==> config.mk <==
export PLATFORM = sky130hd
export DESIGN_NAME = qyp_sqrt
export DESIGN_NICKNAME = d
export VERILOG_FILES = /design/src/rtl/core/quaternion_to_yaw_pitch_roll_assert.svh /design/src/rtl/core/qyp_sqrt.sv
export SDC_FILE = /design/constraint.sdc
export NUM_CORES = 1
export LEC_CHECK = 0
export BUFFER_PORTS_ARGS = -buffer_cell sky130_fd_sc_hd__buf_4
export CAP_MARGIN = 10
export CELL_PAD_IN_SITES_DETAIL_PLACEMENT = 1
export CELL_PAD_IN_SITES_GLOBAL_PLACEMENT = 1
export CORE_MARGIN = 1.5
export CORE_UTILIZATION = 33
export CTS_CLUSTER_SIZE = 30
export DETAILED_ROUTE_END_ITERATION = 6
export GPL_ROUTABILITY_DRIVEN = 0
export PLACE_DENSITY = 0.51
export SYNTH_ARGS = -nofsm -noshare
export SYNTH_HDL_FRONTEND = slang
export SYNTH_SLANG_ARGS = --single-unit
==> constraint.sdc <==
create_clock -name clk -period 8.4 [get_ports clk]
set_input_delay 0.84 -clock clk [delete_from_list [all_inputs] [get_ports clk]]
set_output_delay 0.84 -clock clk [all_outputs]
set_load 0.02 [all_outputs]
==> src/rtl/core/quaternion_to_yaw_pitch_roll_assert.svh <==
// Assertion macros used by the top level of the quaternion to yaw, pitch and roll RTL.
`ifndef QUATERNION_TO_YAW_PITCH_ROLL_ASSERT_SVH
`define QUATERNION_TO_YAW_PITCH_ROLL_ASSERT_SVH

// Same-cycle implication, disabled while reset is asserted.
`define QYP_ASSERT_IMP(label, clk, rst_n, ante, cons, msg) \
	label: assert property (@(posedge clk) disable iff (!rst_n) (ante) |-> (cons)) \
		else $error(msg);

// Next-cycle implication, disabled while reset is asserted.
`define QYP_ASSERT_NXT(label, clk, rst_n, ante, cons, msg) \
	label: assert property (@(posedge clk) disable iff (!rst_n) (ante) |=> (cons)) \
		else $error(msg);

`endif

==> src/rtl/core/qyp_sqrt.sv <==
// Pipelined floor square root, one root bit per stage.
`default_nettype none
module qyp_sqrt #(
	parameter int RW = 19
) (
	input  logic            clk,
	input  logic            en,
	input  logic [2*RW-1:0] radicand,
	output logic [RW-1:0]   root
);
	localparam int TW = 2 * RW + 2;

	logic [TW-1:0] rem_c  [RW];
	logic [RW-1:0] root_c [RW];
	logic [TW-1:0] rem_s  [1:RW-1];
	logic [RW-1:0] root_s [1:RW];

	for (genvar k = 0; k < RW; k++) begin : g_bit
		localparam int B = RW - 1 - k;
		logic [TW-1:0] trial;
		logic          take;

		if (k == 0) begin : g_first
			assign rem_c[k]  = TW'(radicand);
			assign root_c[k] = '0;
		end else begin : g_next
			assign rem_c[k]  = rem_s[k];
			assign root_c[k] = root_s[k];
		end

		// Growth of the square when this root bit is set.
		assign trial = (TW'(root_c[k]) << (B + 1)) + (TW'(1) << (2 * B));
		assign take  = rem_c[k] >= trial;

		always_ff @(posedge clk) begin
			if (en) begin
				root_s[k+1] <= take ? (root_c[k] | (RW'(1) << B)) : root_c[k];
			end
		end

		if (k < RW - 1) begin : g_rem
			always_ff @(posedge clk) begin
				if (en) begin
					rem_s[k+1] <= take ? (rem_c[k] - trial) : rem_c[k];
				end
			end
		end
	end

	assign root = root_s[RW];
endmodule
`default_nettype wire

* Word-level counts from Yosys, hierarchy flattened
Memory sizes are Yosys's and may differ from the RTL's. Cells that the tools add are included.
Storage, ports and cells: register bits 0, memory bits (writable) 1081, input port bits 40, output and inout port bits 19, word-level logic and storage cells 96, memories 2
Memories:
- rem_s | depth 18, width 40, read ports 18, clocked after Yosys merged registers in 0, wr ports 18, RTL line qyp_sqrt.sv:15 | logic [TW-1:0] rem_s [1:RW-1];
- root_s | depth 19, width 19, read ports 19, clocked after Yosys merged registers in 0, wr ports 19, RTL line qyp_sqrt.sv:16 | logic [RW-1:0] root_s [1:RW];
Cells by class: add/sub/neg operators 36, magnitude comparators 19, multiplexer cells 39
Operators by type and width (count):
- 40-bit 2-to-1 mux | 18
- 40-bit by 21-bit greater-or-equal comparator with 1-bit output | 1
- 40-bit by 22-bit greater-or-equal comparator with 1-bit output | 1
- 40-bit by 23-bit greater-or-equal comparator with 1-bit output | 1
- 40-bit by 24-bit greater-or-equal comparator with 1-bit output | 1
- 40-bit by 25-bit greater-or-equal comparator with 1-bit output | 1
- 40-bit by 26-bit greater-or-equal comparator with 1-bit output | 1
- 40-bit by 27-bit greater-or-equal comparator with 1-bit output | 1
- 40-bit by 28-bit greater-or-equal comparator with 1-bit output | 1
- 40-bit by 29-bit greater-or-equal comparator with 1-bit output | 1
- 40-bit by 30-bit greater-or-equal comparator with 1-bit output | 1
- 40-bit by 31-bit greater-or-equal comparator with 1-bit output | 1
- 40-bit by 32-bit greater-or-equal comparator with 1-bit output | 1
- 40-bit by 33-bit greater-or-equal comparator with 1-bit output | 1
- 40-bit by 34-bit greater-or-equal comparator with 1-bit output | 1
- 40-bit by 35-bit greater-or-equal comparator with 1-bit output | 1
- 40-bit by 36-bit greater-or-equal comparator with 1-bit output | 1
- 40-bit by 37-bit greater-or-equal comparator with 1-bit output | 1
- 40-bit by 38-bit greater-or-equal comparator with 1-bit output | 1
- 40-bit by 22-bit subtractor with 40-bit output | 1
- 40-bit by 23-bit subtractor with 40-bit output | 1
- 40-bit by 24-bit subtractor with 40-bit output | 1
- 40-bit by 25-bit subtractor with 40-bit output | 1
- 40-bit by 26-bit subtractor with 40-bit output | 1
- other kinds (51) | 53

* Logic depth before layout (Yosys ltp)
Gate-level depths: netlist of the first run. An unclocked memory read counts as a cell.
depth after elaboration 4, gate-level depth with buffers 12, gate-level depth less buffers 11

* Least setup slack after synthesis of the first run
OpenSTA, ideal clock, no wires.
path type reg2reg, start point register, netlist name rem_s[2][68], end point register, netlist name rem_s[3][29], setup time 262 ps, arrival 2742 ps, data required time 8138 ps, setup slack 5396 ps, cell stages (with the launch flop) 11, buffers on the path 1, period minus slack after synthesis 3004 ps, cells stage by stage edfxtp_1 -> ha_1 -> nor2b_1 -> o21ai_1 -> a21boi_0 -> o21a_1 -> o31ai_1 -> nor3b_1 -> and2_1 -> buf_2 -> mux2_1

==> results of run 1 <==
==> sequential cells by signal, summed over array words and instances (netlist names) <==
signal / count
root_s: 190
rem_s: 719
==> critical path, delay by kind of cell, from the launching register on <==
kind | cells | cell delay, ns
buf+inv | 1 | 0.49
flops | 1 | 0.40
compound gates | 3 | 1.02
xor+xnor | 1 | 0.15
simple gates | 4 | 1.45
fa+ha+maj | 1 | 0.37
==> power by group <==
part           leakage [nW]  switching [W]  internal (W)
logic                  7.56        0.00104      0.000722
registers              8.70       0.000385       0.00563
clock network          1.62        0.00189       0.00257
total                  17.9        0.00332       0.00892
==> metrics by stage <==
step	hold WS [ns]	instance area [um^2]	setup slack, ns
floorplan	0.417	42900	5.40
global placement	0.427	45500	4.38
detailed placement	0.430	45500	4.30
CTS	0.197	48900	4.25
global route	0.205	48900	3.95
finish	0.273	48900	4.22
==> kinds of logic after synthesis <==
kind of cell,Yosys count,share of synthesized area
simple gates,991,0.122
mux,30,0.00758
buf+inv,299,0.0273
fa+ha+maj,205,0.0598
compound gates,583,0.0848
flops,909,0.636
xor+xnor,304,0.0621
other cells,1,0.0000874
==> synthesized netlist by cell type (33+ instances only) <==
library cell and count:
nor3_1 107, or4_1 33, ha_1 205, or3_1 34
o21ai_0 162, nand2_1 228, a21o_1 57, nand4_1 37
o21a_1 39, xor2_1 146, inv_1 245, a21oi_1 158
nor4_1 98, xnor2_1 158, edfxtp_1 909, nand2b_1 49
nor2_1 191, nand3_1 57
==> final timing paths <==
path	startpoint	endpoint	slack, ns	cells after the start
max	rem_s[8][6]$_DFFE_PP_	rem_s[8][69]$_DFFE_PP_	4.22	10
min	radicand[20]	rem_s[0][60]$_DFFE_PP_	0.27	1
max reg2reg	rem_s[8][6]$_DFFE_PP_	rem_s[8][69]$_DFFE_PP_	4.22	10
min reg2reg	rem_s[3][55]$_DFFE_PP_	rem_s[4][15]$_DFFE_PP_	0.42	0
==> routing by layer <==
| metal | vias up | share of wire | track usage | routed length (um) |
|---|---|---|---|---|
| met3 | 148 | 0.025 | 0.0243 | 2570 |
| li1 | 12700 | - | - | - |
| met4 | 0 | 0.023 | 0.0417 | 2320 |
| met5 | - | 0 | 0 | 0 |
| met2 | 269 | 0.53 | 0.290 | 54000 |
| met1 | 13100 | 0.42 | 0.182 | 43200 |
==> final cells by class <==
class                      instances  area (um^2)
clock buffer                     124         2680
clock inverter                    66          722
fill                           13500        80400
inverter                         248          931
multi-input combinational       2114        14500
sequential                       909        27300
tap                             1742         2180
timing repair buffer              73          606
==> impl_results.md, run 1 <==
* Status: complete, no violations
* CP Capture Type: flip-flop
* Fin. max-slew vios at 0
* # H-tree levels at 3
* DRT Wirelength at 102000 um
* Longest Clk Path Bufs at 3
* Synthesized area at approximately 43000 um^2
* Max-slew headroom at 0.224
* Worst hold path type: input port to flip-flop
* Remaining DRCs at 0
* Placed insts at a little over 5000
* Root buf cell: clkbuf_16
* Routed vias/inst at between 4 and 5
* CP startpoint kind: flip-flop
* Seq/Total Area, Yosys at 0.636
* Die span in y at between 300 and 400 um
* Worst Tran Pin Value at about 1.2 ns
* Syn nets at ~3600
* Avg Cell Area, Syn at about 13 um^2
* Setup-failing EPs final at 0
* Tot Pwr at between 0.01 and 0.015 W
* Setup_tns at 0 ns
* Async set-reset flop share out of synthesis at 0
* GRT Util Overall at 0.155
* TritonCTS Buffers at ~100
* First-pass GRT wire length at between 150000 and 200000 um
* ANT nets after route at 0
* Clk pin slew, worst setup/hold paths at around 0.06 ns
* CTS tree: done
* Initial Util at 0.332
* Post-synth top area share at 0.636
* Row count at about 130
* Peak supply drop at between 0.00015 and 0.0002 V
* Layout cells sized above 1 at 0.0812
* Vias in the first global route at about 28000
* Lkg Pwr at 17.9 nW
* Crit Path Category: flip-flop to flip-flop
* Clk sinks at 909
* Crit-path slowest cell: nor4b_4
* Required @ worst endpoint at 8.84 ns
* Distinct cells, synth at between 80 and 90
* Endpoint arrival time on the critical path at between 4 and 5 ns
* Max Cap Viol at 0
* Post-CTS Setup Inserts at 0
* Initial antenna violation count at 0
* Cell taking the most area after synthesis: edfxtp_1
* CP cell instances: ha_1 > nor2b_1 > o21ai_0 > a211o_1 > a31oi_1 > nor4b_4 > inv_2 > nand3_2 > nor4_1 > xor2_1
* Total Nets Final at 3695
* DIE WIDTH at 364 um
* Area grow syn2layout at 13.9%
* Hold_buf cts at 0
* Worst-case clock skew at around 0.072 ns
* Yosys reg bits at roughly 910
* Die area at roughly 130000 um^2
* Power per cell area at 250 nW/um^2
* EDFF count, synth at around 910
* Post-Synthesis Cells at ~3300
* Commonest non-fill, non-tap cell in the layout: edfxtp_1
* N_diodes at 0
* Non-Filler Instances at about 5300
* Post-CTS Resized at 0
* RSZ-0062 raised after global routing: no
* Total number of vias at between 20000 and 30000
* Fin crit share at 0.498
* Min Tclk post-route at roughly 4.2 ns
* Synth top area cells: edfxtp_1 (64%), ha_1 (6.0%), xnor2_1 (3.2%)
* CP max stage delay at slightly above 0.9 ns
* Commonest cells after routing, fill and taps aside: edfxtp_1 (909), inv_1 (245), nand2_1 (228)
* Clock latency on the worst-skew pair at around 0.74 ns
* Post-DP HPWL at approximately 77000 um
* Max Freq at approximately 240 MHz
* Grt ovf at 0
* Util after Layout at 0.378
* Final Hold Fails at 0
* DR iter-0 viols at about 1600
* Port Buffers at 58
* Top FF cell, synth: edfxtp_1
* Pin count of the biggest net entering global routing at around 170
* Ys Warns at 0
* Wire length per cell at ~19 um
* IO Count at 59
* Core footprint at 129000 um^2
* Worst-path maximum fanout at 29
* DRT Pass-1 Iters at 5
(Power assumes the default switching activity.)
==> run 2, diff against run 1 <==
clock period = 4.2 ns   (was 8.4 ns; I/O delays follow)
==> run 2 against run 1 <==
Compared with the run above: sequential share of layout area down 0.62 points; clock-buffer cell count up 1; flip-flop and latch count unchanged; maximum frequency rose by 18%; critical path depth unchanged; cell count increased by 1.1%; first-iteration DRC count is 7.1% lower; register-to-register slack worse by 3.6 ns; hold slack got worse by 0.14 ns; highest routed layer unchanged.
==> impl_results.md, run 2 (synthesis gave the netlist of run 1 again) <==
* Status: complete, no violations
* DRT Pass-1 Iters at 7
* DR iter-0 viols at between 1000 and 1500
* Worst Tran Pin Value at about 1.1 ns
* Root buf cell: clkbuf_16
* Area grow syn2layout at 15.2%
* Max reg flops at 719
* Clock latency on the worst-skew pair at just over 0.7 ns
* Wire length per cell at roughly 19 um
* CP top delay family: compound AO/OA/AOI/OAI gates
* Min Tclk post-route at between 3 and 4 ns
* N_diodes at 0
* Highest metal used: met4
* CP startpoint: root_s[0][271]$_DFFE_PP_
* Port Buffers at 58
* Final Hold Fails at 0
* Fill count at around 14000
* R2R setup slack at 0.65 ns
* Min-delay src: en
* Critical path buffers and inverters at 1
* Crit path to: rem_s[7][70]$_DFFE_PP_
* DIE WIDTH at 364 um
* Max Freq at roughly 280 MHz
* TritonCTS Buffers at approximately 110
* Worst-path maximum fanout at 8
* Sequential power share at 0.492
* Crit path depth at 10
* Clk pin slew, worst setup/hold paths at roughly 0.060 ns
* Row count at 132
* Fin crit share at 0.845
* Hold_ws at around 0.13 ns
* Die span in y at around 360 um
* Initial antenna violation count at 1
* Total number of vias at ~26000
* Remaining DRCs at 0
* Wire length on met2 at between 50000 and 60000 um
* Top flop regs: rem_s (719), root_s (190)
* Top reg by flops: rem_s
* Sw Ratio at 0.271
* Max-slew headroom at 0.292
* Initial Util at 0.332
* Grt ovf at 0
* Worst hold path type: input port to flip-flop
* Peak supply drop at approximately 0.00036 V
* Layout cells sized above 1 at 0.0846
* First-pass GRT wire length at 162000 um
* Pin count of the biggest net entering global routing at around 160
* Core footprint at around 130000 um^2
* DRT Wirelength at between 100000 and 150000 um
* Crit Path Category: flip-flop to flip-flop
* Worst r2r src: root_s[0][271]$_DFFE_PP_
* Reg2reg path depth at 10
* Post-DP HPWL at about 78000 um
* Met3 wire len at around 2500 um
* Die area at 132000 um^2
* Setup WS post-layout at 0.649 ns
* Commonest non-fill, non-tap cell in the layout: edfxtp_1
* Required @ worst endpoint at between 4 and 5 ns
* CTS tree: done
* Max Cap Viol at 0
* Clk sinks at between 900 and 1000
* Setup_tns at 0 ns
* Reg2reg end: rem_s[7][70]$_DFFE_PP_
* CP cell instances: inv_1 > ha_1 > nor2b_1 > o31ai_4 > a211oi_1 > a2111oi_2 > o21ai_1 > or3b_1 > o41ai_1 > o21ai_1
* Internal at 0.0178 W
* CP Capture Type: flip-flop
* Combinational power share at 0.146
* ANT nets after route at 0
* IO Count at 59
* Most used cell, CP: o21ai_1
* Commonest cells after routing, fill and taps aside: edfxtp_1 (909), inv_1 (245), nand2_1 (228)
* CP max stage delay at ~0.67 ns
* Place WS at ~0.68 ns
* Clk pwr share at 0.362
* Post-CTS Resized at 0
* Vias in the first global route at 28100
* CP startpoint kind: flip-flop
* Routed vias/inst at 4.94
* GRT Util Overall at 0.157
* RSZ-0062 raised after global routing: no
* Worst-case clock skew at 0.0683 ns
* NetSw at roughly 0.0066 W
* Power per cell area at ~490 nW/um^2
* Fin. max-slew vios at 0
* Total Nets Final at ~3800
* # H-tree levels at 3
* Crit-path slowest cell: a2111oi_2
* Post-CTS Setup Inserts at 0
* Longest Clk Path Bufs at 3
* Metal-1 WL at between 40000 and 50000 um
* Setup-failing EPs final at 0
* Endpoint arrival time on the critical path at 3.95 ns
* Lkg Pwr at 18.2 nW
* Hold_buf cts at 39
* Tot Pwr at approximately 0.024 W
==> run 2: cell count changes in the layout (fill, tap and decap cells not counted), sizes merged <==
cell,delta
dlygate4sd3,+39
clkbuf,+1
bufinv,-2
buf,+23
clkinv,+7
inv,-1
clkinvlp,-8
==> run 2: worst reg2reg max path, cell delays in order (launching register included) <==
cell and delay (ns):
edfxtp_1 0.44, inv_1 0.07, ha_1 0.35, nor2b_1 0.19, o31ai_4 0.25, a211oi_1 0.17, a2111oi_2 0.67, o21ai_1 0.20
or3b_1 0.53, o41ai_1 0.28, o21ai_1 0.10
==> run 2: layer usage <==
| metal | vias up | track usage |
|---|---|---|
| met5 | - | 0 |
| met2 | 294 | 0.289 |
| met4 | 0 | 0.0421 |
| li1 | 12800 | - |
| met3 | 147 | 0.0234 |
| met1 | 13100 | 0.188 |
==> run 2: area by class of cell <==
cell class | count | area [um^2] | area share
sequential | 909 | 27300 | 0.552
multi-input combinational | 2114 | 14500 | 0.293
clock buffer | 125 | 2720 | 0.0551
tap | 1742 | 2180 | 0.0441
timing repair buffer | 135 | 1210 | 0.0244
inverter | 248 | 931 | 0.0188
clock inverter | 62 | 627 | 0.0127
==> run 2: stage by stage <==
stage | cells | util | instance area [um^2]
2_1_floorplan | 3322 | - | 42900
3_3_place_gp | 5109 | 0.353 | 45700
3_5_place_dp | 5109 | 0.353 | 45700
4_1_cts | 5335 | 0.382 | 49400
5_1_grt | 5335 | 0.382 | 49400
6_report | 5335 | 0.382 | 49400
==> run 2: worst min-delay path by stage <==
stage	endpoint	slack [ns]	cells past startpoint
after floorplan	rem_s[2][62]$_DFFE_PP_	0.42	0
after global placement	rem_s[5][0]$_DFFE_PP_	0.43	0
after detailed placement	rem_s[7][41]$_DFFE_PP_	0.43	0
after CTS	rem_s[4][36]$_DFFE_PP_	0.11	1
after global routing	rem_s[4][33]$_DFFE_PP_	0.11	1
final	rem_s[4][36]$_DFFE_PP_	0.13	1
==> run 2: power by group through the flow <==
| stage | logic (W) | registers, W | clock network (W) |
|---|---|---|---|
| after floorplan | 0.00251 | 0.0118 | 0 |
| after global placement | 0.00346 | 0.0122 | 0 |
| after detailed placement | 0.00356 | 0.0122 | 0 |
| after CTS | 0.00362 | 0.0121 | 0.00917 |
| after global routing | 0.00400 | 0.0122 | 0.00944 |
| final | 0.00356 | 0.0120 | 0.00885 |
