$ cat src/rtl/core/quaternion_to_yaw_pitch_roll_assert.svh
// Assertion macros used by the top level of the quaternion to yaw, pitch and roll RTL.
`ifndef QUATERNION_TO_YAW_PITCH_ROLL_ASSERT_SVH
`define QUATERNION_TO_YAW_PITCH_ROLL_ASSERT_SVH

// Same-cycle implication, disabled while reset is asserted.
`define QYP_ASSERT_IMP(label, clk, rst_n, ante, cons, msg) \
	label: assert property (@(posedge clk) disable iff (!rst_n) (ante) |-> (cons)) \
		else $error(msg);

// Next-cycle implication, disabled while reset is asserted.
`define QYP_ASSERT_NXT(label, clk, rst_n, ante, cons, msg) \
	label: assert property (@(posedge clk) disable iff (!rst_n) (ante) |=> (cons)) \
		else $error(msg);

`endif

$ cat src/rtl/core/qyp_pkg.sv
// Shared widths, constants and the arctangent table of the attitude datapath.
`default_nettype none
package qyp_pkg;

	localparam int Q_W        = 16;
	localparam int ANGLE_W    = 16;
	localparam int GRAV_W     = 20;
	localparam int PROD_W     = 34;
	localparam int SUM_W      = 38;
	localparam int ROOT_W     = 19;
	localparam int TILT_W     = 15;
	localparam int Z_W        = 34;
	localparam int NORM_STEPS = 5;
	localparam int GRAV_LAT   = 4;
	localparam int YAW_OP_LAT = 2;

	localparam logic [TILT_W-1:0] TILT_RESET = 15'd819;
	localparam logic signed [Z_W-1:0] HALF_PI_Q30 = 34'sd1686629713;

	// Arctangent of 2^-idx in Q30 radians.
	function automatic logic [30:0] atan_q30(input int idx);
		logic [30:0] v;
		case (idx)
			0: v = 31'd843314857;
			1: v = 31'd497837829;
			2: v = 31'd263043837;
			3: v = 31'd133525159;
			4: v = 31'd67021687;
			5: v = 31'd33543516;
			6: v = 31'd16775851;
			7: v = 31'd8388437;
			8: v = 31'd4194283;
			9: v = 31'd2097149;
			10: v = 31'd1048576;
			11: v = 31'd524288;
			12: v = 31'd262144;
			13: v = 31'd131072;
			14: v = 31'd65536;
			15: v = 31'd32768;
			16: v = 31'd16384;
			17: v = 31'd8192;
			18: v = 31'd4096;
			19: v = 31'd2048;
			20: v = 31'd1024;
			21: v = 31'd512;
			22: v = 31'd256;
			23: v = 31'd128;
			default: v = '0;
		endcase
		return v;
	endfunction

endpackage
`default_nettype wire

$ cat src/rtl/core/qyp_cordic.sv
// Pipelined vectoring CORDIC: range normalization, quadrant fix, rotations, rounding.
`default_nettype none
module qyp_cordic #(
	parameter int IW     = 20,
	parameter int SW     = 16,
	parameter int STAGES = 16
) (
	input  logic                                clk,
	input  logic                                en,
	input  logic signed [IW-1:0]                x_in,
	input  logic signed [IW-1:0]                y_in,
	output logic signed [qyp_pkg::ANGLE_W-1:0]  angle
);
	import qyp_pkg::*;

	localparam int VW = (IW > SW) ? IW : SW;
	localparam int CW = SW + 2;
	localparam logic [VW-1:0] HI = VW'(1) << (SW - 2);
	localparam logic signed [Z_W-1:0] ZRND    = 34'sd65536;
	localparam logic signed [Z_W-1:0] ANG_MAX = 34'sd32767;
	localparam logic signed [Z_W-1:0] ANG_MIN = -34'sd32768;

	function automatic logic [VW-1:0] magv(input logic signed [VW-1:0] v);
		return (v < 0) ? VW'(-v) : VW'(v);
	endfunction

	function automatic logic [VW-1:0] maxv(input logic [VW-1:0] a, input logic [VW-1:0] b);
		return (a > b) ? a : b;
	endfunction

	logic signed [VW-1:0] nx_s [NORM_STEPS+1];
	logic signed [VW-1:0] ny_s [NORM_STEPS+1];
	logic                 need_s [NORM_STEPS+1];
	logic                 zero_s [NORM_STEPS+1];

	logic signed [VW-1:0] xe, ye;
	logic [VW-1:0]        me;

	assign xe = VW'(x_in);
	assign ye = VW'(y_in);
	assign me = maxv(magv(xe), magv(ye));

	always_ff @(posedge clk) begin
		if (en) begin
			nx_s[0]   <= xe;
			ny_s[0]   <= ye;
			need_s[0] <= me >= HI;
			zero_s[0] <= me == '0;
		end
	end

	// A large vector is shifted down by the largest amount that still leaves it
	// out of range, plus one more at the end; a small one is shifted up as far
	// as it stays in range. Each stage tries one power of two.
	for (genvar j = 0; j < NORM_STEPS; j++) begin : g_norm
		localparam int S = 1 << (NORM_STEPS - 1 - j);
		logic signed [VW-1:0] rx, ry;
		logic [VW-1:0]        mr, mc;

		assign rx = nx_s[j] >>> S;
		assign ry = ny_s[j] >>> S;
		assign mr = maxv(magv(rx), magv(ry));
		assign mc = maxv(magv(nx_s[j]), magv(ny_s[j]));

		always_ff @(posedge clk) begin
			if (en) begin
				need_s[j+1] <= need_s[j];
				zero_s[j+1] <= zero_s[j];
				if (need_s[j] && (mr >= HI)) begin
					nx_s[j+1] <= rx;
					ny_s[j+1] <= ry;
				end else if (!need_s[j] && !zero_s[j] && (mc < (HI >> S))) begin
					nx_s[j+1] <= nx_s[j] <<< S;
					ny_s[j+1] <= ny_s[j] <<< S;
				end else begin
					nx_s[j+1] <= nx_s[j];
					ny_s[j+1] <= ny_s[j];
				end
			end
		end
	end

	logic signed [CW-1:0]  px, py;
	logic signed [CW-1:0]  cx_s [STAGES+1];
	logic signed [CW-1:0]  cy_s [STAGES+1];
	logic signed [Z_W-1:0] cz_s [STAGES+1];
	logic                  czero_s [STAGES+1];

	assign px = CW'(need_s[NORM_STEPS] ? (nx_s[NORM_STEPS] >>> 1) : nx_s[NORM_STEPS]);
	assign py = CW'(need_s[NORM_STEPS] ? (ny_s[NORM_STEPS] >>> 1) : ny_s[NORM_STEPS]);

	// Vectors in the left half plane are turned by a quarter turn first.
	always_ff @(posedge clk) begin
		if (en) begin
			czero_s[0] <= zero_s[NORM_STEPS];
			if (px < 0) begin
				if (py >= 0) begin
					cx_s[0] <= py;
					cy_s[0] <= -px;
					cz_s[0] <= HALF_PI_Q30;
				end else begin
					cx_s[0] <= -py;
					cy_s[0] <= px;
					cz_s[0] <= -HALF_PI_Q30;
				end
			end else begin
				cx_s[0] <= px;
				cy_s[0] <= py;
				cz_s[0] <= '0;
			end
		end
	end

	for (genvar i = 0; i < STAGES; i++) begin : g_rot
		logic signed [CW-1:0]  dx, dy;
		logic signed [Z_W-1:0] at;

		assign dx = cy_s[i] >>> i;
		assign dy = cx_s[i] >>> i;
		assign at = Z_W'(atan_q30(i));

		always_ff @(posedge clk) begin
			if (en) begin
				czero_s[i+1] <= czero_s[i];
				if (cy_s[i] >= 0) begin
					cx_s[i+1] <= cx_s[i] + dx;
					cy_s[i+1] <= cy_s[i] - dy;
					cz_s[i+1] <= cz_s[i] + at;
				end else begin
					cx_s[i+1] <= cx_s[i] - dx;
					cy_s[i+1] <= cy_s[i] + dy;
					cz_s[i+1] <= cz_s[i] - at;
				end
			end
		end
	end

	logic signed [Z_W-1:0]     zr;
	logic signed [ANGLE_W-1:0] angle_q;

	assign zr = (cz_s[STAGES] + ZRND) >>> 17;

	always_ff @(posedge clk) begin
		if (en) begin
			if (czero_s[STAGES]) begin
				angle_q <= '0;
			end else if (zr > ANG_MAX) begin
				angle_q <= 16'sh7fff;
			end else if (zr < ANG_MIN) begin
				angle_q <= 16'sh8000;
			end else begin
				angle_q <= zr[ANGLE_W-1:0];
			end
		end
	end

	assign angle = angle_q;
endmodule
`default_nettype wire

$ cat config.mk
export PLATFORM = sky130hd
export DESIGN_NAME = qyp_cordic
export DESIGN_NICKNAME = d
export VERILOG_FILES = /design/src/rtl/core/quaternion_to_yaw_pitch_roll_assert.svh /design/src/rtl/core/qyp_pkg.sv /design/src/rtl/core/qyp_cordic.sv
export SDC_FILE = /design/constraint.sdc
export NUM_CORES = 2
export LEC_CHECK = 0
export ABC_AREA = 1
export BUFFER_PORTS_ARGS = -buffer_cell sky130_fd_sc_hd__buf_2
export CORE_UTILIZATION = 41
export CTS_BUF_LIST = sky130_fd_sc_hd__clkbuf_2
export CTS_CLUSTER_SIZE = 40
export DETAILED_ROUTE_END_ITERATION = 8
export PLACE_DENSITY = 0.63
export SETUP_SLACK_MARGIN = 0.02
export SYNTH_ARGS = -nofsm -noshare
export SYNTH_HDL_FRONTEND = slang
export SYNTH_SLANG_ARGS = --single-unit
$ cat constraint.sdc
create_clock -name clk -period 7.6 [get_ports clk]
set_input_delay 0.38 -clock clk [delete_from_list [all_inputs] [get_ports clk]]
set_output_delay 0.38 -clock clk [all_outputs]
set_load 0.005 [all_outputs]
=== Word-level counts from Yosys, hierarchy flattened ===
Memories as Yosys holds them, arrays and structs flattened.
Index checks and enable logic that the tools add are counted.

* Bitwise gates (word level): 74
* Multiply operators: 0
* $lt $le $gt $ge: 64
* Reduce and logical (&&, ||, !) cells: 27
* Eq/ne operators: 0
* Add/sub/neg operators: 120
* Div/mod/pow operators: 0
* Multiplexer cells: 275
* Shift operators: 0

{| class="wikitable"
|+ Operator list
! cell !! number
|-
| 20-bit two-way mux || 53
|-
| 18-bit two-way mux || 38
|-
| 34-bit two-way mux || 18
|-
| 18-bit by 1-bit >= comparator with 1-bit output, second input constant || 17
|-
| 20-bit by 1-bit < comparator with 1-bit output, second input constant || 13
|-
| 20-bit negator || 12
|-
| 20-bit > comparator || 11
|-
| 1-bit two-way mux || 164
|-
| 20-bit by 15-bit >= comparator with 1-bit output, second input constant || 6
|-
| 1-bit OR || 74
|-
| 34-bit by 18-bit adder with 34-bit output, second input constant || 2
|-
| 34-bit by 22-bit adder with 34-bit output, second input constant || 2
|-
| 34-bit by 22-bit subtractor with 34-bit output, second input constant || 2
|-
| 18-bit by 1-bit < comparator with 1-bit output, second input constant || 3
|-
| 12-bit negator with 20-bit output || 2
|-
| 16-bit negator with 20-bit output || 2
|-
| 18-bit negator with 20-bit output || 2
|-
| 19-bit negator with 20-bit output || 2
|-
| 4-bit negator with 20-bit output || 2
|-
| 19-bit by 1-bit < comparator with 1-bit output, second input constant || 2
|-
| 18-bit by 10-bit adder with 18-bit output || 2
|-
| 18-bit by 11-bit adder with 18-bit output || 2
|-
| 18-bit by 12-bit adder with 18-bit output || 2
|-
| 18-bit by 13-bit adder with 18-bit output || 2
|-
| other kinds (71) || 125
|}

* ROM bits: 0
* Input port bits: 42
* Latch bits: 0
* Bits in writable memories: 1459
* Memories kept: 8
* Bits in registers: 16
* Word-level logic and storage cells: 570

{| class="wikitable"
|+ Memory list
! name !! depth !! bits a word !! read ports !! clocked after memory_dff !! wr ports !! line !! RTL
|-
| cz_s || 17 || 34 || 17 || 0 || 17 || qyp_cordic.sv:86 || <nowiki>logic signed [Z_W-1:0] cz_s [STAGES+1];</nowiki>
|-
| cx_s || 17 || 18 || 16 || 0 || 17 || qyp_cordic.sv:84 || <nowiki>logic signed [CW-1:0] cx_s [STAGES+1];</nowiki>
|-
| cy_s || 17 || 18 || 16 || 0 || 17 || qyp_cordic.sv:85 || <nowiki>logic signed [CW-1:0] cy_s [STAGES+1];</nowiki>
|-
| nx_s || 6 || 20 || 6 || 0 || 6 || qyp_cordic.sv:31 || <nowiki>logic signed [VW-1:0] nx_s [NORM_STEPS+1];</nowiki>
|-
| ny_s || 6 || 20 || 6 || 0 || 6 || qyp_cordic.sv:32 || <nowiki>logic signed [VW-1:0] ny_s [NORM_STEPS+1];</nowiki>
|-
| czero_s || 17 || 1 || 17 || 0 || 17 || qyp_cordic.sv:87 || <nowiki>logic czero_s [STAGES+1];</nowiki>
|-
| 2 more memories || - || - || - || - || - || - ||
|}

=== Logic depth before layout (Yosys ltp) ===
An unclocked memory read counts as a cell.

* Depth in word-level cells: 13
* Gate-level depth with buffers: 28

=== Least setup slack after synthesis ===
No wires, ideal clock.

* Path kind: in2reg
* From: input port en
* To: memory cx_s[6][14] in the netlist's numbering (data pin)
* Data required time: 7.341 ns
* Arrival time: 3.687 ns
* Setup slack: 3.654 ns
* Stages on the path: 16
* Cell sequence: clkbuf_1 -> clkbuf_1 -> nand2_1 -> inv_1 -> buf_1 -> o21ai_0 -> fa_1 -> nand3_1 -> nand2_1 -> a31oi_1 -> o21ai_0 -> a21boi_0 -> o21ai_0 -> nand3_1 -> nand2_1 -> xor2_1

{| class="wikitable"
|+ RTL lines
! element !! line !! RTL
|-
| start, declared || qyp_cordic.sv:9 || <nowiki>input logic en,</nowiki>
|-
| end, declared || qyp_cordic.sv:84 ||
|}

==> impl_results.rst <==
.. list-table::
   :header-rows: 1

   * - Metric
     - Value
   * - Outcome
     - finished, final reports clean
   * - Worst Max-Slew Pin Slew
     - 1.15 ns
   * - Main synth FF type
     - edfxtp_1
   * - Number of primary I/O pins
     - 58
   * - First-pass GRT wire length
     - between 400 and 500 mm
   * - Terminating pin of the worst hold path
     - nx_s[0][15]$_DFFE_PP_
   * - Final core area utilization
     - 44.6%
   * - Kind of critical path
     - flip-flop to flip-flop
   * - Total routed wirelength
     - 268 mm
   * - Fin. Hold Viols
     - 0
   * - Wire length the detailed router placed on met1
     - between 100 and 150 mm
   * - Clock root buffer master
     - clkbuf_2
   * - Routed via count
     - ~86000
   * - Setup TNS
     - 0 ns
   * - Core outline area
     - 249000 um2
   * - Total of max-cap violations
     - 0
   * - Die Ht
     - approximately 500 um
   * - Grt ovf
     - 0
   * - Number of setup violations in the final report
     - 0
   * - Post-synthesis cell area
     - between 100000 and 150000 um2
   * - CTS H-tree depth
     - 5
   * - Placement Rows
     - around 180
   * - Launching element type of the critical path
     - flip-flop
   * - Syn-to-layout area delta
     - 7.77%
   * - Layout Skew
     - slightly below 0.2 ns
   * - Detail-routed via count per cell
     - between 5 and 6
   * - Depth of the worst register-to-register path
     - 20
   * - Ys async rst share
     - 0%
   * - Count of unresolved DRC violations after routing
     - 0
   * - Synth Register Bits
     - ~1300
   * - Largest area contributor in the synthesized netlist
     - edfxtp_1
   * - TritonCTS buffer count
     - around 350
   * - Estimated wirelength of the detail-placed design
     - ~210 mm
   * - Crit path arrival time
     - roughly 6 ns
   * - Highest achievable clock rate
     - 0.206 GHz
   * - Cell repeated most along the worst path
     - nand2_1
   * - Critical path endpoint category
     - flip-flop
   * - Critical-path cell with the highest stage delay
     - nand3_2
   * - Flop-to-flop setup slack
     - about 2.7 ns
   * - Reg-to-reg endpoint
     - ny_s[2][0]$_DFFE_PP_
   * - Critical Path Max Stage Delay
     - slightly below 0.6 ns
   * - Tcrit/Tclk final
     - approximately 64%
   * - Count of flip-flops with a built-in enable after synthesis
     - roughly 1300
   * - Sequence of cells on the critical path
     - inv_1, ha_1, nand2_1, o21ai_2, inv_1, nand2_1, nand2_1, ha_1, nand2_1, inv_1, nand3_1, or2_2, nor4_1, nand4_1, nand2_1, inv_1, nand2_2, nand3_2, nand2_2, o21ai_0
   * - Clock tree from TritonCTS
     - yes
   * - Slew margin rel.
     - 23.0%
   * - Length of the first detailed-routing pass in iterations
     - 6
   * - Slack of the critical path
     - around 2.7 ns
   * - CTS sink cnt
     - 1250
   * - Worst slack on hold paths
     - 0.222 ns
   * - Uppermost layer routed
     - met5
   * - Largest net degree at the start of global routing
     - 95
   * - Initial antenna violation count
     - 5
   * - Unrepaired setup endpoints after global routing
     - false
   * - Average routed wire per standard cell
     - approximately 16 um
   * - Die area
     - 254000 um2
   * - Total of warnings raised by yosys
     - 0
   * - Pre-CTS setup slack
     - about 2.8 ns
   * - Met2 WL
     - roughly 130 mm
   * - Bufs on Longest Clock Path
     - 4
   * - Worst-Skew Late Latency
     - between 1.5 and 2 ns
   * - Syn_area_per_cell
     - approximately 8.3 um2
   * - Start of the worst register-to-register path
     - nx_s[1][0]$_DFFE_PP_
   * - Number of instances in the synthesized netlist
     - about 12000
   * - Drt first-iter violations
     - 6167
   * - Width of the die
     - approximately 500 um
   * - Placer's final routability congestion estimate
     - ~0.95
   * - Worst hold start
     - x_in[15]
   * - Initial core utilization
     - between 40 and 50%
   * - Slew Viols, Final
     - 0
   * - Remaining antenna violation count after routing
     - 0
   * - Clock slew at reported path FFs
     - approximately 0.10 ns
   * - Worst Path Required
     - 8.88 ns
   * - Length of routed met3 wiring
     - about 13 mm
   * - Area share of the largest cell type after synthesis
     - a little over a third
   * - Layout Nets
     - ~14000
   * - Unique cell type count in the Yosys netlist
     - 67
   * - Critical Path Fanout Max
     - 24
   * - Leading cell types by total area after synthesis
     - edfxtp_1 36%, ha_1 14%, nand2_1 8.7%, xor2_1 8.0%, a21oi_1 5.4%
   * - Share of post-route cells with drive strength above 1
     - under 10%
   * - Type of the worst min-delay path
     - input port to flip-flop
   * - Number of global-route vias before repair
     - around 80000
   * - Final worst path period need
     - roughly 4.9 ns
   * - Register area share after synthesis
     - between 30% and 40%
   * - Global-route usage over all layers
     - about a fifth
   * - Worst Hold Depth
     - 3
   * - Port bufs
     - 57
## layout make-up
cell class | count | area, um2
Clock inverter | 124 | 882
Timing Repair Buffer | 207 | 1690
Inverter | 1423 | 5340
Antenna cell | 8 | 20.0
Fill cell | 24800 | 138000
Sequential cell | 1250 | 37500
Clock buffer | 457 | 2290
Multi-Input combinational cell | 9532 | 59300
Tap cell | 3330 | 4170
## routing by layer
| metal | vias to the layer above | GRT usage (%) |
|---|---|---|
| met5 | - | 0 |
| met1 | 39100 | 25.9 |
| met4 | 2 | 7.14 |
| met2 | 2202 | 36.3 |
| li1 | 43700 | - |
| met3 | 591 | 2.66 |
## worst max-delay path: cells and delay by family (launching register included)
family,cells,cell delay (ns)
buffers and inverters,4,0.43
AND/OR/NAND/NOR,12,2.70
AO/OA/AOI/OAI,2,0.49
adder cells (fa/ha/maj),2,0.53
flip-flops,1,0.43
## cell usage after synthesis, drive strengths merged (13+ instances only)
| library cell | instances |
|---|---|
| o21bai | 28 |
| xor2 | 945 |
| nor4 | 43 |
| clkbuf | 131 |
| nor3 | 198 |
| buf | 102 |
| nor2 | 992 |
| fa | 44 |
| nand3 | 767 |
| o22ai | 13 |
| a21o | 63 |
| a31oi | 132 |
| and2 | 19 |
| o21ai | 760 |
| nand3b | 17 |
| xnor2 | 305 |
| a21boi | 55 |
| inv | 1411 |
| o21a | 42 |
| ha | 1128 |
| nand4 | 178 |
| nand2 | 2403 |
| a211oi | 21 |
| a21oi | 1113 |
| edfxtp | 1250 |
| o211ai | 52 |
| or2 | 53 |
| o31ai | 87 |
## state kept, by name, indices dropped and copies added (netlist names)
signal and flops:
czero_s 17, nx_s 119, angle 16, cx_s 255, need_s 6, cz_s 441, zero_s 6, ny_s 119
cy_s 271
## stage by stage
stage	std cells	instance area (um2)
2_1_floorplan	12400	103000
3_3_place_gp	15600	107000
3_5_place_dp	15600	107000
4_1_cts	16300	111000
5_1_grt	16300	111000
6_report	16300	111000
## placed cells by master, fill, tap and decap left out, types with 31 or more instances in the layout
| master | synthesis | routed |
|---|---|---|
| o211ai_1 | 52 | 52 |
| o21ai_1 | 46 | 46 |
| nand2_1 | 2391 | 2388 |
| dlygate4sd3_1 | 0 | 98 |
| clkinv_1 | 12 | 80 |
| a21o_1 | 63 | 63 |
| ha_1 | 1128 | 1128 |
| nor3_1 | 193 | 193 |
| o21ai_0 | 706 | 706 |
| a21boi_0 | 53 | 53 |
| or2_2 | 50 | 50 |
| buf_2 | 66 | 56 |
| fa_1 | 44 | 44 |
| clkbuf_2 | 0 | 457 |
| edfxtp_1 | 1250 | 1250 |
| nor4_1 | 43 | 43 |
| o21a_1 | 42 | 42 |
| nand4_1 | 178 | 178 |
| xnor2_1 | 305 | 305 |
| xor2_1 | 945 | 945 |
| a21oi_1 | 1110 | 1110 |
| buf_4 | 10 | 51 |
| nor2_1 | 973 | 973 |
| inv_1 | 1395 | 1395 |
| o31ai_1 | 87 | 87 |
| nand3_1 | 759 | 759 |
| a31oi_1 | 132 | 132 |
| clkinv_2 | 0 | 31 |
## cell families after synthesis
logic type                 count (synthesis)  synth area share [%]
AOI/OAI and AO/OA                       2416                  13.0
xor gates and xnor gates                1250                  10.6
adders and majority gates               1172                  14.5
buffers and inverters                   1656                  6.23
DFF                                     1250                  36.4
muxes                                      5                0.0497
other                                      2               0.00728
and+or+nand+nor                         4675                  19.2
## worst max-delay path by stage
stage	from	end	slack, ns	cells after the start
2_1_floorplan	en	cx_s[6][14]$_DFFE_PP_	3.65	16
3_3_place_gp	en	cy_s[12][14]$_DFFE_PP_	2.79	15
3_5_place_dp	en	cy_s[12][14]$_DFFE_PP_	2.80	15
4_1_cts	nx_s[1][0]$_DFFE_PP_	ny_s[2][0]$_DFFE_PP_	2.81	20
5_1_grt	nx_s[1][1]$_DFFE_PP_	ny_s[2][0]$_DFFE_PP_	2.23	20
6_report	nx_s[1][0]$_DFFE_PP_	ny_s[2][0]$_DFFE_PP_	2.75	20
## what timing repair did
action	CTS	global route
hold buffers	99	0
buffers inserted	0	0
hold endpoints to repair	773	0
gates resized for setup	0	0
Power is not shown: default switching activity piles up to over one toggle a cycle in this logic, so the estimate is an artifact.
